<file path="config.mk">
export PLATFORM = sky130hd
export DESIGN_NAME = clx_ram
export DESIGN_NICKNAME = d
export VERILOG_FILES = /design/src/hw/rtl/clx_ram.sv
export SDC_FILE = /design/constraint.sdc
export NUM_CORES = 1
export LEC_CHECK = 0
export ABC_CLOCK_PERIOD_IN_PS = 6100
export BUFFER_PORTS_ARGS = -buffer_cell sky130_fd_sc_hd__buf_4
export CAP_MARGIN = 5
export CORE_MARGIN = 10
export CORE_UTILIZATION = 56
export CTS_BUF_LIST = sky130_fd_sc_hd__clkbuf_8
export CTS_CLUSTER_SIZE = 24
export DETAILED_ROUTE_END_ITERATION = 10
export GPL_TIMING_DRIVEN = 1
export PLACE_DENSITY_LB_ADDON = 0.2
export SLEW_MARGIN = 20
export SYNTH_ARGS = -nofsm -noshare
export SYNTH_HDL_FRONTEND = slang
export SYNTH_SLANG_ARGS = --single-unit
</file>
<file path="constraint.sdc">
create_clock -name clk -period 6.1 [get_ports clk]
set_clock_uncertainty 0.2 [all_clocks]
set_input_delay 0.915 -clock clk [delete_from_list [all_inputs] [get_ports clk]]
set_output_delay 0.915 -clock clk [all_outputs]
set_load 0.01 [all_outputs]
</file>
<file path="src/hw/rtl/clx_ram.sv">
// Generic single-clock RAM with one write port and one registered read port.
// Depends on nothing.
module clx_ram #(
	parameter int WIDTH = 8,
	parameter int DEPTH = 32
) (
	input  logic                     clk,
	input  logic                     wr_en,
	input  logic [$clog2(DEPTH)-1:0] wr_addr,
	input  logic [WIDTH-1:0]         wr_data,
	input  logic [$clog2(DEPTH)-1:0] rd_addr,
	output logic [WIDTH-1:0]         rd_data
);

	logic [WIDTH-1:0] mem [DEPTH];

	always_ff @(posedge clk) begin
		if (wr_en) begin
			mem[wr_addr] <= wr_data;
		end
		rd_data <= mem[rd_addr];
	end

endmodule

</file>
==> results.ini <==
[run_status]
status = completed

[power_and_ir_drop]
cellLeakagePower_nw = 3.54
p_per_area_nw_per_um2 = 319
total_power_mw = 3.57
peakVddDrop_mv = 0.212

[sta]
final-setup-viol-count = 0
finalMaxSlewViolations = 0
tightest_slew_ns = 0.996
hold_viol = 0
fin_crit_ns = 3.32
max_freq_mhz = 301
hold_slack_ns = 0.564
tns_ns = 0
rsz0062_at_grt = no
finalCritPeriodShare_pct = 54.5
slew_headroom_pct = 33.3

[worst_setup_path]
cp_slowest_cell = buf_4
cp_data_required_time_ns = 6.31
path_max_fanout = 37
crit_chain = buf_4, buf_4, mux4_2, mux4_2, mux2_2
timing.rr.end = rd_data[6]$_DFF_P_
end_kind = register
start_kind = primary input
r2r_slack_ns = 4.07
slowest_delay_ns = 0.61
cp.arrival_ns = 3.54
r2r_cells = 3
r2r-start = mem[23][6]$_DFFE_PP_
crit_type = primary input to register

[synth]
postSynthCellCount = 417
synth_seq_cells = 264
synth_cell_types = 15
ys_seq_area_share_pct = 78.1
syn_nets = 437
yosys_warnings = 0
syn_area_per_cell_um2 = 24.1
synthesis.area_um2 = 10100

[global_routing]
grt_pass1_wl_um = 29800
gr-total-overflow = 0
grt_max_degree = 65
antenna_found_initial = 0
grt_pass1_vias = 4667
grtUsageTotal_pct = 17.0

[placement]
dp_hpwl_um = 11800
numPortBuffers = 27
gp_congestion = 0.765

[cts]
worstSkewPairLatency_ns = 0.53
cts_tree = yes
hold_buffers = 0
cts_buffers = 41
cts_root_buffer = clkbuf_8
clock-sinks = 264
cts_setup_buffers = 0
clockBufferDepth = 3
htreeDepth = 2
path_clk_slew_ns = 0.06
cts_resized = 0

[die]
io_pins = 28
die_h_um = 154
die-area_um2 = 23700
fp-row-count = 48
core_um2 = 17500
fp.dieW_um = 154
initial_core_util_pct = 57.5

[drt]
first_pass_iters = 4
antenna_left = 0
drt_iter0_markers = 337
drc = 0
via_count = 4469
routed_wl_um = 19900
wl_per_cell_um = 27.6
via_per_inst = 6.19

[hold_path]
hp-class = primary input to register
hold_path_depth = 2
hold_start = rd_addr[3]
hold_path_end = rd_data[7]$_DFF_P_

[cells_and_area]
final_nets = 488
layout-drive-gt1-share_pct = 35.2
area_delta_synth_final_pct = 11.4
diodes = 0
final_core_util_pct = 64.1

[flow_run]
drv_cap = 0

## state kept, by name, indices dropped and copies added (netlist names)
| signal | flops |
|---|---|
| rd_data | 8 |
| mem | 256 |
## synthesized netlist by cell type
master / instances / area [um2]
edfxtp_1: 256 / 7690
mux4_2: 80 / 1800
nor2_1: 33 / 124
dfxtp_1: 8 / 160
mux2_2: 8 / 90.1
buf_1: 6 / 22.5
buf_4: 6 / 45.0
clkbuf_1: 6 / 22.5
nand3b_1: 5 / 37.5
or3b_2: 3 / 26.3
nand3_1: 2 / 10.0
buf_2: 1 / 5.00
buf_6: 1 / 11.3
nand2_1: 1 / 3.75
or3_1: 1 / 6.26
## metal layers
metal	global-route usage, %	routed length (um)	share of wire [%]	up-vias
li1	-	-	-	1883
met1	23.9	8400	42	2374
met2	25.2	9430	47	169
met3	4.35	1550	7.8	43
met4	5.80	535	2.7	0
met5	0	0	0	-
## where the power goes
group          total (mW)  switching [mW]  internal (mW)
Sequential           2.03         0.00937           2.02
Clock                1.36           0.642          0.715
Combinational       0.191           0.105         0.0861
Total                3.57           0.756           2.82
## cell type report
| class | count | area, um2 |
|---|---|---|
| fillers | 1154 | 6270 |
| flip-flops and latches | 264 | 7850 |
| clock inverters | 24 | 103 |
| repair buffers | 28 | 210 |
| well taps | 225 | 282 |
| multi-input cells | 133 | 2100 |
| clock buffers | 48 | 661 |
## cells by family (layout without fill, tap and decap cells)
group                  after synthesis  in the layout  share of synthesized area [%]
muxes                               88             88                           18.8
DFF                                264            264                           78.1
and+or+nand+nor                     45             45                           2.07
buffers and inverters               20            100                           1.06
## worst max-delay path: cells and delay by family
kind / cells / cell delay [ns]
muxes: 3 / 1.40
buffers and inverters: 2 / 1.18
## per-stage QoR
| step | setup WS (ns) | std cells | instance area, um2 |
|---|---|---|---|
| 2_1_floorplan | 3.18 | 417 | 10100 |
| 3_3_place_gp | 2.16 | 650 | 10400 |
| 3_5_place_dp | 2.15 | 650 | 10400 |
| 4_1_cts | 2.71 | 722 | 11200 |
| 5_1_grt | 2.57 | 722 | 11200 |
| 6_report | 2.78 | 722 | 11200 |
## how the worst max path moves through the flow
stage | from | end | slack, ns | cells past startpoint
final | rd_addr[0] | rd_data[2]$_DFF_P_ | 2.78 | 5
after global routing | rd_addr[0] | rd_data[2]$_DFF_P_ | 2.57 | 5
after detailed placement | rd_addr[0] | rd_data[2]$_DFF_P_ | 2.15 | 5
after floorplan | rd_addr[2] | rd_data[0]$_DFF_P_ | 3.18 | 5
after global placement | rd_addr[0] | rd_data[2]$_DFF_P_ | 2.16 | 5
after CTS | rd_addr[0] | rd_data[2]$_DFF_P_ | 2.71 | 5
## layout by cell type, fill, tap and decap left out
| cell type | netlist | layout |
|---|---|---|
| clkinv_2 | 0 | 7 |
| mux4_2 | 80 | 80 |
| buf_4 | 6 | 28 |
| or3b_2 | 3 | 3 |
| nand3b_1 | 5 | 5 |
| edfxtp_1 | 256 | 256 |
| inv_1 | 0 | 12 |
| clkinv_1 | 0 | 4 |
| or3_1 | 1 | 1 |
| mux2_2 | 8 | 8 |
| clkbuf_8 | 0 | 48 |
| dfxtp_1 | 8 | 8 |
| nand3_1 | 2 | 2 |
| clkinvlp_4 | 0 | 1 |
| nand2_1 | 1 | 1 |
| nor2_1 | 33 | 33 |
(Power assumes the default switching activity.)
