### src/hw/rtl/clx_pkg.sv
// Package for the C subset lexer: state encodings, token codes, character
// constants, the keyword table and the byte class functions.
// Depends on nothing; the symbol table, result queue and top level refer to it by scoped names.
package clx_pkg;

	typedef enum logic [2:0] {
		M_NORMAL,
		M_LINE,
		M_BLOCK,
		M_LIT,
		M_LIT_ESC
	} mode_t;

	typedef enum logic [2:0] {
		L_IDLE,
		L_TAKE,
		L_FLUSH,
		L_SYM,
		L_ID_EMIT,
		L_END,
		L_FIN
	} lex_state_t;

	typedef enum logic [2:0] {
		T_IDLE,
		T_LEN_RD,
		T_LEN_CHK,
		T_CMP_RD,
		T_CMP_CHK,
		T_CPY_RD,
		T_CPY_WR,
		T_DONE
	} sym_state_t;

	// Control from the scanner to the result queue.
	typedef struct packed {
		logic push;
		logic close;
		logic done;
	} oq_ctl_t;

	// Answer of the symbol table engine.
	typedef struct packed {
		logic done;
		logic new_sym;
		logic full;
	} sym_rsp_t;

	localparam logic [2:0] K_KEYWORD  = 3'd0;
	localparam logic [2:0] K_IDENT    = 3'd1;
	localparam logic [2:0] K_CONST    = 3'd2;
	localparam logic [2:0] K_LITERAL  = 3'd3;
	localparam logic [2:0] K_PUNCT    = 3'd4;
	localparam logic [2:0] K_OPER     = 3'd5;
	localparam logic [2:0] K_INVALID  = 3'd6;
	localparam logic [2:0] K_OVERLONG = 3'd7;

	localparam logic [3:0] OP_ASSIGN = 4'd0;
	localparam logic [3:0] OP_PLUS   = 4'd1;
	localparam logic [3:0] OP_MINUS  = 4'd2;
	localparam logic [3:0] OP_MUL    = 4'd3;
	localparam logic [3:0] OP_DIV    = 4'd4;
	localparam logic [3:0] OP_EQ     = 4'd5;
	localparam logic [3:0] OP_NE     = 4'd6;
	localparam logic [3:0] OP_LT     = 4'd7;
	localparam logic [3:0] OP_GT     = 4'd8;
	localparam logic [3:0] OP_LE     = 4'd9;
	localparam logic [3:0] OP_GE     = 4'd10;

	localparam logic [3:0] CODE_NONE = 4'd0;

	localparam logic [7:0] CH_NL     = 8'h0A;
	localparam logic [7:0] CH_BANG   = 8'h21;
	localparam logic [7:0] CH_QUOTE  = 8'h27;
	localparam logic [7:0] CH_STAR   = 8'h2A;
	localparam logic [7:0] CH_SLASH  = 8'h2F;
	localparam logic [7:0] CH_ZERO   = 8'h30;
	localparam logic [7:0] CH_LT     = 8'h3C;
	localparam logic [7:0] CH_EQ     = 8'h3D;
	localparam logic [7:0] CH_GT     = 8'h3E;
	localparam logic [7:0] CH_BSLASH = 8'h5C;

	localparam int KW_COUNT = 8;

	// Keyword spelling, one byte per position, zero past the end.
	localparam logic [7:0] KW_CHARS [KW_COUNT][8] = '{
		'{"i", "n", "t", 8'h0, 8'h0, 8'h0, 8'h0, 8'h0},
		'{"c", "h", "a", "r", 8'h0, 8'h0, 8'h0, 8'h0},
		'{"r", "e", "t", "u", "r", "n", 8'h0, 8'h0},
		'{"v", "o", "i", "d", 8'h0, 8'h0, 8'h0, 8'h0},
		'{"i", "f", 8'h0, 8'h0, 8'h0, 8'h0, 8'h0, 8'h0},
		'{"e", "l", "s", "e", 8'h0, 8'h0, 8'h0, 8'h0},
		'{"f", "o", "r", 8'h0, 8'h0, 8'h0, 8'h0, 8'h0},
		'{"w", "h", "i", "l", "e", 8'h0, 8'h0, 8'h0}
	};

	localparam logic [2:0] KW_LEN [KW_COUNT] = '{3'd3, 3'd4, 3'd6, 3'd4, 3'd2, 3'd4, 3'd3, 3'd5};

	function automatic logic is_digit(input logic [7:0] c);
		return (c >= "0") && (c <= "9");
	endfunction

	function automatic logic is_alpha(input logic [7:0] c);
		return ((c >= "a") && (c <= "z")) || ((c >= "A") && (c <= "Z")) || (c == "_");
	endfunction

	function automatic logic is_space(input logic [7:0] c);
		return (c == " ") || ((c >= 8'd9) && (c <= 8'd13));
	endfunction

	function automatic logic is_punct(input logic [7:0] c);
		return (c == "(") || (c == ")") || (c == "{") || (c == "}") || (c == ";") ||
			(c == ",");
	endfunction

	function automatic logic [3:0] punct_code(input logic [7:0] c);
		logic [3:0] r;
		case (c)
			"(": r = 4'd0;
			")": r = 4'd1;
			"{": r = 4'd2;
			"}": r = 4'd3;
			";": r = 4'd4;
			",": r = 4'd5;
			default: r = CODE_NONE;
		endcase
		return r;
	endfunction

	function automatic logic is_op1(input logic [7:0] c);
		return (c == "=") || (c == "+") || (c == "-") || (c == "*") || (c == "/") ||
			(c == "<") || (c == ">");
	endfunction

	function automatic logic [3:0] op1_code(input logic [7:0] c);
		logic [3:0] r;
		case (c)
			"=": r = OP_ASSIGN;
			"+": r = OP_PLUS;
			"-": r = OP_MINUS;
			"*": r = OP_MUL;
			"/": r = OP_DIV;
			"<": r = OP_LT;
			">": r = OP_GT;
			default: r = CODE_NONE;
		endcase
		return r;
	endfunction

endpackage

### src/hw/rtl/clx_outq.sv
// Result queue: one holding stage that waits to learn whether a result is the
// last of its input byte, then the output register. Depends on clx_pkg.
module clx_outq #(
	parameter int W = 80
) (
	input  logic             clk,
	input  logic             arst_n,
	input  clx_pkg::oq_ctl_t ctl,
	input  logic [W-1:0]     data,
	output logic             can_push,
	output logic             tvalid,
	input  logic             tready,
	output logic [W-1:0]     tdata,
	output logic             tlast,
	output logic             tuser
);

	logic         pv_q;
	logic         ov_q;
	logic [W-1:0] pend_q;
	logic         load;

	assign can_push = !pv_q || !ov_q || tready;
	assign load = pv_q && (ctl.push || ctl.close);
	assign tvalid = ov_q;

	always_ff @(posedge clk or negedge arst_n) begin
		if (!arst_n) begin
			pv_q <= 1'b0;
			ov_q <= 1'b0;
		end else begin
			if (ctl.push) pv_q <= 1'b1;
			else if (ctl.close) pv_q <= 1'b0;
			if (load) ov_q <= 1'b1;
			else if (tready) ov_q <= 1'b0;
		end
	end

	always_ff @(posedge clk) begin
		if (ctl.push) pend_q <= data;
		if (load) begin
			tdata <= pend_q;
			tlast <= ctl.close;
			tuser <= ctl.close && ctl.done;
		end
	end

endmodule

### config.mk
export PLATFORM = sky130hd
export DESIGN_NAME = clx_outq
export DESIGN_NICKNAME = d
export VERILOG_FILES = /design/src/hw/rtl/clx_pkg.sv /design/src/hw/rtl/clx_outq.sv
export SDC_FILE = /design/constraint.sdc
export NUM_CORES = 1
export LEC_CHECK = 0
export BUFFER_PORTS_ARGS = -buffer_cell sky130_fd_sc_hd__clkbuf_2
export CAP_MARGIN = 20
export CELL_PAD_IN_SITES_DETAIL_PLACEMENT = 1
export CELL_PAD_IN_SITES_GLOBAL_PLACEMENT = 1
export CORE_ASPECT_RATIO = 1.2
export CORE_MARGIN = 10
export CORE_UTILIZATION = 42
export CTS_BUF_LIST = sky130_fd_sc_hd__clkbuf_16
export DETAILED_ROUTE_END_ITERATION = 8
export PLACE_DENSITY = 0.76
export SLEW_MARGIN = 20
export SYNTH_ARGS = -nofsm -noshare
export SYNTH_HDL_FRONTEND = slang
export SYNTH_SLANG_ARGS = --single-unit
### constraint.sdc
create_clock -name clk -period 3.85 [get_ports clk]
set_clock_uncertainty 0.15 [all_clocks]
set_input_delay 0.5775 -clock clk [delete_from_list [all_inputs] [get_ports clk]]
set_output_delay 0.5775 -clock clk [all_outputs]
set_load 0.005 [all_outputs]
==> impl_metrics.env, run 1 <==
export IMPL_status="complete, no violations"
export IMPL_viasPerCell=4.38
export IMPL_ant_nets=0
export IMPL_dr_wl_met3_mm=1.20
export IMPL_startpoint_type="flop"
export IMPL_maxCapViolations=0
export IMPL_slew_headroom_pct=30.0
export IMPL_netlist_area_leader_share_pct=98.1
export IMPL_worstSetupPathType="reg2reg"
export IMPL_r2r_cells=2
export IMPL_cts_buffers=17
export IMPL_synthTopCellsByArea="edfxtp_1, dfrtp_1, a21o_1"
export IMPL_fmax_ghz=0.522
export IMPL_post_synth_top_count_cell="edfxtp_1"
export IMPL_syn_area_per_cell_um2=29.0
export IMPL_cts_clk_slew_worst_paths_ns=0.06
export IMPL_synth_area_leader_cell="edfxtp_1"
export IMPL_synthTopCellsByCount="edfxtp_1, a21o_1, dfrtp_1, inv_1"
export IMPL_holdPathStages=1
export IMPL_die_area_um2=16600
export IMPL_tritoncts="done"
export IMPL_dpl_cell_count=500
export IMPL_grt_pass1_vias=2747
export IMPL_cp_slowest_cell="o21a_4"
export IMPL_synth_cell_type_count=7
export IMPL_min_period_over_period_pct=49.7
export IMPL_die_w_um=119
export IMPL_globalRoute_totalOverflow=0
export IMPL_cts_root_buf="clkbuf_16"
export IMPL_ir_drop_mv=0.321
export IMPL_vias=2339
export IMPL_finalSetupViolCount=0
export IMPL_synth_edf_count=162
export IMPL_crit_chain="o21a_4 > buf_4"
export IMPL_hpwl_mm=7.57
export IMPL_num_io_pins=170
export IMPL_wl_met1_mm=3.69
export IMPL_cp_startpoint="pv_q"
export IMPL_synthCells=171
export IMPL_synth_seq_cells=164
export IMPL_wl_per_cell_um=19.4
export IMPL_end_kind="flop"
export IMPL_maxSlewViolCount=0
export IMPL_grt_antenna_before_repair=1
export IMPL_min_period_ns=1.91
export IMPL_grt_pass1_wl_mm=15.9
export IMPL_critical_path_arrival_ns=1.86
export IMPL_area_growth_pct=33.6
export IMPL_path_max_fanout=55
export IMPL_multi_input_comb_area_um2=42.5
export IMPL_grt_max_degree=82
export IMPL_yosys_warnings=0
export IMPL_seq_area_frac_synth_pct=99.1
export IMPL_syn_nets=257
export IMPL_die_h_um=139
export IMPL_clk_path_buf_depth=2
export IMPL_setup_tns_ns=0
export IMPL_first_pass_iters=4
export IMPL_worst_ep_required_time_ns=3.80
export IMPL_dr_wl_met2_mm=5.32
export IMPL_seqCellArea_um2=4910
export IMPL_layout_nets=449
export IMPL_drt_initial_drc_count=98
export IMPL_post_cts_setup_buffers=0
export IMPL_timing_rr_end="tdata[62]"
export IMPL_powerDensity_nw_per_um2=604
export IMPL_rsz0062_at_grt="no"
export IMPL_r2r_start="pv_q"
export IMPL_drive_gt1_share_pct=53.2
export IMPL_routed_wl_mm=10.4
export IMPL_ys_flop_type="edfxtp_1"
export IMPL_start_util_pct=42.9
export IMPL_min_to="pend_q[39]"
export IMPL_p_leak_uw=0.00265
export IMPL_min_from="data[39]"
export IMPL_highest_layer="met4"
export IMPL_fin_cells=534
export IMPL_fill_cells=1036
export IMPL_numPortBuffers=169
export IMPL_cts_resized=0
export IMPL_cts_sinks=164
export IMPL_coreArea_um2=11600
export IMPL_track_usage_pct=12.9
export IMPL_gp_congestion=0.697
export IMPL_syn_area_um2=4960
export IMPL_async_flop_share_pct=1.22
export IMPL_cpPeakStageDelay_ns=0.64
export IMPL_drc=0
export IMPL_r2r_setup_slack_ns=1.94
export IMPL_hold_violations=0
export IMPL_hold_path_class="in2reg"
export IMPL_std_cell_rows=43
export IMPL_h_tree_depth=4
export IMPL_tightest_slew_ns=1.05
export IMPL_insertion_delay_ns=0.41
export IMPL_ctsHoldBuffers=1
[metal layers]
layer / GRT usage, % / vias to the layer above
li1: - / 1081
met1: 12.9 / 1136
met2: 21.3 / 114
met3: 7.09 / 8
met4: 6.57 / 0
met5: 0 / -
[kinds of logic after synthesis]
logic type | count (synthesis) | synth area share (%)
AOI/OAI and AO/OA | 3 | 0.454
buffers and inverters | 2 | 0.151
DFF | 164 | 99.1
and+or+nand+nor | 2 | 0.252
[worst max path at each step]
stage / to / slack [ns] / depth (start not counted)
after global placement: tdata[14] / 1.67 / 3
after CTS: tdata[14] / 1.90 / 2
after global routing: tdata[34] / 1.80 / 2
final: tdata[62] / 1.94 / 2
after floorplan: tdata[0] / 0.78 / 1
after detailed placement: tdata[14] / 1.58 / 3
[area by class of cell]
cell class / instances / share of cell area (%)
flip-flops and latches: 164 / 74.2
multi-input cells: 5 / 0.642
clock inverters: 15 / 2.32
repair buffers: 173 / 13.3
diodes: 1 / 0.0378
inverters: 2 / 0.113
well taps: 157 / 2.97
clock buffers: 17 / 6.42
[cells in the final DEF, fill, tap and decap left out, types with 2 or more instances in the layout]
cell type,n
clkbuf_16,17
a21o_1,2
buf_4,4
inv_1,7
clkinv_2,2
dfrtp_1,2
bufinv_16,3
clkbuf_2,168
clkinvlp_4,3
edfxtp_1,162
[critical path, delay by kind of cell (launching register included)]
| family | cells | cell delay, ns |
|---|---|---|
| DFF | 1 | 0.38 |
| AOI/OAI and AO/OA | 1 | 0.64 |
| buffers and inverters | 1 | 0.39 |
[registers in the layout, summed over array words and instances (netlist names)]
name and cells:
tlast 1, tvalid 1, tuser 1, tdata 80
pend_q 80, pv_q 1
[power breakdown]
group          switching [µW]  internal, µW  leakage, µW  total, µW
Clock                     632          1000     0.000292       1630
Sequential               38.9          2140      0.00161       2180
Combinational             106          82.7     0.000752        189
Total                     777          3220      0.00265       4000
[metrics by stage]
step / setup slack [ns] / hold slack, ns / total power [µW] / util, % / cell area, µm²
floorplan: 0.782 / 0.132 / 2240 / - / 4960
global placement: 1.67 / 0.215 / 2390 / 52.1 / 6030
detailed placement: 1.58 / 0.219 / 2410 / 52.1 / 6030
CTS: 1.90 / 0.168 / 4060 / 57.2 / 6620
global route: 1.80 / 0.161 / 4170 / 57.2 / 6620
finish: 1.94 / 0.189 / 4000 / 57.3 / 6620
Power figures use the tool's default switching activity.
==> run 2: changes to the inputs <==
CORE_UTILIZATION = 38   (was 42)
PLACE_DENSITY = 0.72   (was 0.76)
clock period = 1.6 ns   (was 3.85 ns; I/O delays follow)
==> run 2 against run 1 <==
  * Sequential share of layout area fell by 9.0 points
  * Register-to-register slack got worse by 1.7 ns
  * Hold slack got worse by 0.14 ns
  * Via count rose by 14%
  * Setup slack got worse by 1.9 ns
  * Critical path type is now in2out
  * Largest power group unchanged
  * Highest routed layer unchanged
==> impl_metrics.env, run 2 (same netlist as run 1, synthesis figures left out) <==
export IMPL_status="complete, no violations"
export IMPL_die_w_um=124
export IMPL_cp_startpoint="tready"
export IMPL_fmax_ghz=0.641
export IMPL_num_io_pins=170
export IMPL_whs_ns=0.0516
export IMPL_insertion_delay_ns=0.41
export IMPL_wl_per_cell_um=18.9
export IMPL_drc=0
export IMPL_maxCapViolations=0
export IMPL_final_common_cell="clkbuf_2"
export IMPL_worst_ep_required_time_ns=1.21
export IMPL_cts_buffers=17
export IMPL_maxSlewViolCount=0
export IMPL_gp_congestion=0.706
export IMPL_post_cts_setup_buffers=0
export IMPL_min_period_ns=1.56
export IMPL_powerDensity_nw_per_um2=1310
export IMPL_top_regs="pend_q (80), tdata (80)"
export IMPL_die_h_um=145
export IMPL_grt_max_degree=45
export IMPL_hold_violations=0
export IMPL_first_pass_iters=4
export IMPL_setup_tns_ns=0
export IMPL_cts_clk_slew_worst_paths_ns=0.06
export IMPL_globalRoute_totalOverflow=0
export IMPL_track_usage_pct=13.1
export IMPL_start_util_pct=39.0
export IMPL_die_area_um2=18000
export IMPL_min_period_over_period_pct=97.6
export IMPL_end_kind="output pin"
export IMPL_finalSetupViolCount=0
export IMPL_std_cell_rows=45
export IMPL_worstSetupPathType="in2out"
export IMPL_grt_pass1_wl_mm=18.2
export IMPL_min_from="ctl[2]"
export IMPL_startpoint_type="input pin"
export IMPL_tritoncts="done"
export IMPL_r2r_setup_slack_ns=0.27
export IMPL_drive_gt1_share_pct=43.8
export IMPL_ir_drop_mv=0.700
export IMPL_vias=2665
export IMPL_viasPerCell=4.26
export IMPL_hold_path_class="in2reg"
export IMPL_grt_antenna_before_repair=0
export IMPL_area_growth_pct=52.1
export IMPL_h_tree_depth=4
export IMPL_routed_wl_mm=11.8
export IMPL_min_to="pend_q[56]"
export IMPL_coreArea_um2=12700
export IMPL_layout_nets=534
export IMPL_critical_path_arrival_ns=1.17
export IMPL_cts_root_buf="clkbuf_16"
export IMPL_clk_path_buf_depth=2
export IMPL_holdPathStages=1
export IMPL_slew_headroom_pct=83.5
export IMPL_r2r_start="pv_q"
export IMPL_p_leak_uw=0.00303
export IMPL_rsz0062_at_grt="no"
export IMPL_path_max_fanout=2
export IMPL_numPortBuffers=169
export IMPL_cts_sinks=164
export IMPL_tightest_slew_ns=0.247
export IMPL_ant_nets=0
export IMPL_r2r_cells=2
export IMPL_diodes=0
export IMPL_final_cell_mix="clkbuf_2, edfxtp_1, dlygate4sd3_1"
export IMPL_drt_initial_drc_count=206
export IMPL_timing_rr_end="tdata[15]"
export IMPL_hpwl_mm=7.88
export IMPL_cts_resized=0
export IMPL_grt_pass1_vias=3068
run 2: routing by layer:
metal	wire length (µm)	GRT usage, %	vias to the layer above
met1	4650	14.6	1299
met4	132	4.61	0
met2	6260	22.1	109
li1	-	-	1248
met3	793	5.20	9
met5	0	0	-
run 2: layout make-up:
class	instances	area, µm²
multi-input combinational	5	42.5
timing repair buffer	258	1780
fill	1174	5180
inverter	2	7.51
sequential	164	4910
tap	164	205
clock inverter	15	166
clock buffer	17	425
run 2: where the power goes:
group          switching, µW  internal (µW)  leakage (µW)
Combinational            304            352       0.00113
Clock                   1540           2440      0.000296
Sequential               103           5140       0.00161
run 2: metrics by stage:
step | std cells | util (%) | setup slack [ns] | power [µW] | instance area (µm²)
6_report | 625 | 59.3 | 0.0392 | 9880 | 7540
5_1_grt | 625 | 59.3 | 0.00146 | 10300 | 7540
4_1_cts | 625 | 59.3 | 0.0662 | 10000 | 7540
3_5_place_dp | 508 | 47.9 | 0.207 | 5840 | 6100
3_3_place_gp | 508 | 47.9 | 0.245 | 5790 | 6100
2_1_floorplan | 171 | - | 0.0246 | 5390 | 4960
run 2: repair_timing:
action | in CTS | in global routing
hold buffers | 85 | 0
hold endpoints to repair | 86 | 0
setup endpoints to repair | 0 | 0
run 2: how the worst max path moves through the flow:
| stage | endpoint | cells after the start |
|---|---|---|
| floorplan | tdata[0] | 1 |
| global placement | tdata[20] | 3 |
| detailed placement | tdata[61] | 3 |
| CTS | can_push | 5 |
| global route | can_push | 5 |
| finish | can_push | 5 |
run 2: critical path, cell delays in order:
cell	delay, ns
dlygate4sd3_1	0.53
clkbuf_2	0.10
inv_1	0.09
nand3_1	0.08
clkbuf_2	0.13
==> run 3: changes to the inputs <==
ABC_AREA = 1   (was not set)
CORE_UTILIZATION = 45   (was 38)
PLACE_DENSITY = 0.8   (was 0.72)
clock period = 1.8 ns   (was 1.6 ns; I/O delays follow)
==> run 3 against run 2 <==
  * Setup slack improved by 0.14 ns
  * Register-to-register slack improved by 0.09 ns
  * Final area fell by 1.5%
  * Largest power group unchanged
  * Sequential power is 11% lower
  * Combinational power is 12% lower
==> impl_metrics.env, run 3 <==
export IMPL_syn_area_um2=4960
export IMPL_finalSetupViolCount=0
export IMPL_rsz0062_at_grt="no"
export IMPL_timing_rr_end="tdata[26]"
export IMPL_grt_antenna_before_repair=3
export IMPL_syn_nets=260
export IMPL_grt_pass1_vias=3165
export IMPL_die_w_um=116
export IMPL_min_to="tvalid"
export IMPL_globalRoute_totalOverflow=0
export IMPL_grt_max_degree=82
export IMPL_synthCells=174
export IMPL_r2r_cells=3
export IMPL_hold_violations=0
export IMPL_fin_ws_ns=0.174
export IMPL_cts_clk_slew_worst_paths_ns=0.06
export IMPL_end_kind="flop"
export IMPL_netlist_area_leader_share_pct=98.0
export IMPL_yosys_warnings=0
export IMPL_synth_cell_type_count=7
export IMPL_design_area_um2=7430
export IMPL_drive_gt1_share_pct=44.0
export IMPL_final_cell_mix="clkbuf_2, edfxtp_1, dlygate4sd3_1"
export IMPL_die_area_um2=15600
export IMPL_hpwl_mm=7.96
export IMPL_synth_edf_count=162
export IMPL_h_tree_depth=4
export IMPL_fmax_ghz=0.615
export IMPL_synthTopCellsByCount="edfxtp_1, inv_1, nand2_1"
export IMPL_dpl_cell_area_um2=6020
export IMPL_critical_path_arrival_ns=1.60
export IMPL_start_util_pct=46.5
export IMPL_whs_ns=0.0202
export IMPL_post_synth_top_count_cell="edfxtp_1"
export IMPL_slew_headroom_pct=70.8
export IMPL_vias=2731
export IMPL_async_flop_share_pct=1.22
export IMPL_p_comb_share_pct=6.8
export IMPL_viasPerCell=4.58
export IMPL_layout_nets=537
export IMPL_num_io_pins=170
export IMPL_ys_flop_type="edfxtp_1"
export IMPL_area_growth_pct=49.6
export IMPL_cts_root_buf="clkbuf_16"
export IMPL_synth_area_leader_cell="edfxtp_1"
export IMPL_wl_per_cell_um=21.3
export IMPL_clk_path_buf_depth=2
export IMPL_seq_area_frac_synth_pct=99.0
export IMPL_ant_nets=0
export IMPL_r2r_setup_slack_ns=0.36
export IMPL_holdPathStages=3
export IMPL_min_from="ctl[2]"
export IMPL_tightest_slew_ns=0.439
export IMPL_worstSetupPathType="in2reg"
export IMPL_cts_sinks=164
export IMPL_coreArea_um2=10700
export IMPL_p_sw_uw=1820
export IMPL_min_period_over_period_pct=90.3
export IMPL_startpoint_type="input pin"
export IMPL_drt_initial_drc_count=142
export IMPL_place_ws_ns=0.330
export IMPL_switching_share_pct=21.5
export IMPL_ir_drop_mv=0.696
export IMPL_syn_area_per_cell_um2=28.5
export IMPL_r2r_start="pv_q"
export IMPL_p_leak_uw=0.00298
export IMPL_p_int_uw=6650
export IMPL_clock_power_share_pct=38.0
export IMPL_worst_ep_required_time_ns=1.77
export IMPL_path_max_fanout=28
export IMPL_tritoncts="done"
export IMPL_routed_wl_mm=12.7
export IMPL_powerDensity_nw_per_um2=1140
export IMPL_synth_seq_cells=164
export IMPL_track_usage_pct=16.4
export IMPL_maxSlewViolCount=0
export IMPL_first_pass_iters=4
export IMPL_synthTopCellsByArea="edfxtp_1, dfrtp_1, inv_1"
export IMPL_status="complete, no violations"
export IMPL_grt_pass1_wl_mm=18.6
export IMPL_std_cell_rows=41
export IMPL_maxCapViolations=0
export IMPL_gp_congestion=0.693
export IMPL_cts_buffers=17
export IMPL_hold_path_class="in2reg"
export IMPL_numPortBuffers=169
export IMPL_cts_resized=0
export IMPL_final_common_cell="clkbuf_2"
export IMPL_die_h_um=135
export IMPL_top_regs="pend_q (80), tdata (80)"
export IMPL_drc=0
export IMPL_min_period_ns=1.63
export IMPL_insertion_delay_ns=0.40
export IMPL_p_seq_share_pct=55.2
-- run 3: changes by cell type after synthesis --
cell	before	now
o21a_1	1	0
inv_1	2	4
o21bai_1	0	1
and2_2	1	0
nand2_1	0	3
o21ai_2	0	1
a21o_1	2	0
-- run 3: cell type report --
type                            count  area (µm²)
Tap cell                          129         161
Clock inverter                     15         109
Antenna cell                        3        7.51
Clock buffer                       17         425
Fill cell                         909        3240
Timing Repair Buffer              258        1760
Multi-Input combinational cell      6        32.5
Sequential cell                   164        4910
Inverter                            4        18.8
-- run 3: power groups by stage --
stage	registers, µW	clock network (µW)	logic [µW]
finish	4670	3210	578
global route	4700	3460	630
CTS	4670	3260	583
detailed placement	4750	0	427
global placement	4720	0	410
floorplan	4740	0	50.8
-- run 3: per-layer routing --
layer	global-route usage [%]	routed length (µm)	up-vias
met5	0	0	-
met4	7.17	167	0
met3	5.32	793	10
met2	31.3	7520	90
met1	15.3	4210	1369
li1	-	-	1262
-- run 3: worst max path at each step --
stage | depth (start not counted) | startpoint | endpoint
2_1_floorplan | 2 | pv_q | tdata[0]
3_3_place_gp | 4 | ctl[2] | tdata[49]
3_5_place_dp | 4 | ctl[1] | tdata[18]
4_1_cts | 5 | ctl[1] | tdata[26]
5_1_grt | 5 | ctl[1] | tdata[3]
6_report | 5 | ctl[1] | tdata[26]
-- run 3: through the flow --
step           instances  utilization [%]  TNS, ns  total power [µW]
2_1_floorplan        174                -   -35.37              4790
3_3_place_gp         475             56.4        0              5130
3_5_place_dp         475             56.4        0              5180
4_1_cts              593             69.5        0              8520
5_1_grt              596             69.6        0              8800
6_report             596             69.6        0              8460
-- run 3: cells by family after synthesis --
group / Yosys count / synth area share [%]
AOI/OAI and AO/OA: 2 / 0.328
buffers and inverters: 4 / 0.302
DFF: 164 / 99.0
and+or+nand+nor: 4 / 0.328
-- run 3: worst max-delay path, stage by stage --
cell,delay (ns)
dlygate4sd3_1,0.54
clkbuf_2,0.14
o21ai_2,0.22
clkinvlp_4,0.15
buf_4,0.27
-- run 3: what timing repair did --
item                                    CTS  global route
buffers inserted                          0             0
endpoints found under the setup margin    0             0
hold endpoints to repair                 86             0
hold buffers                             86             0
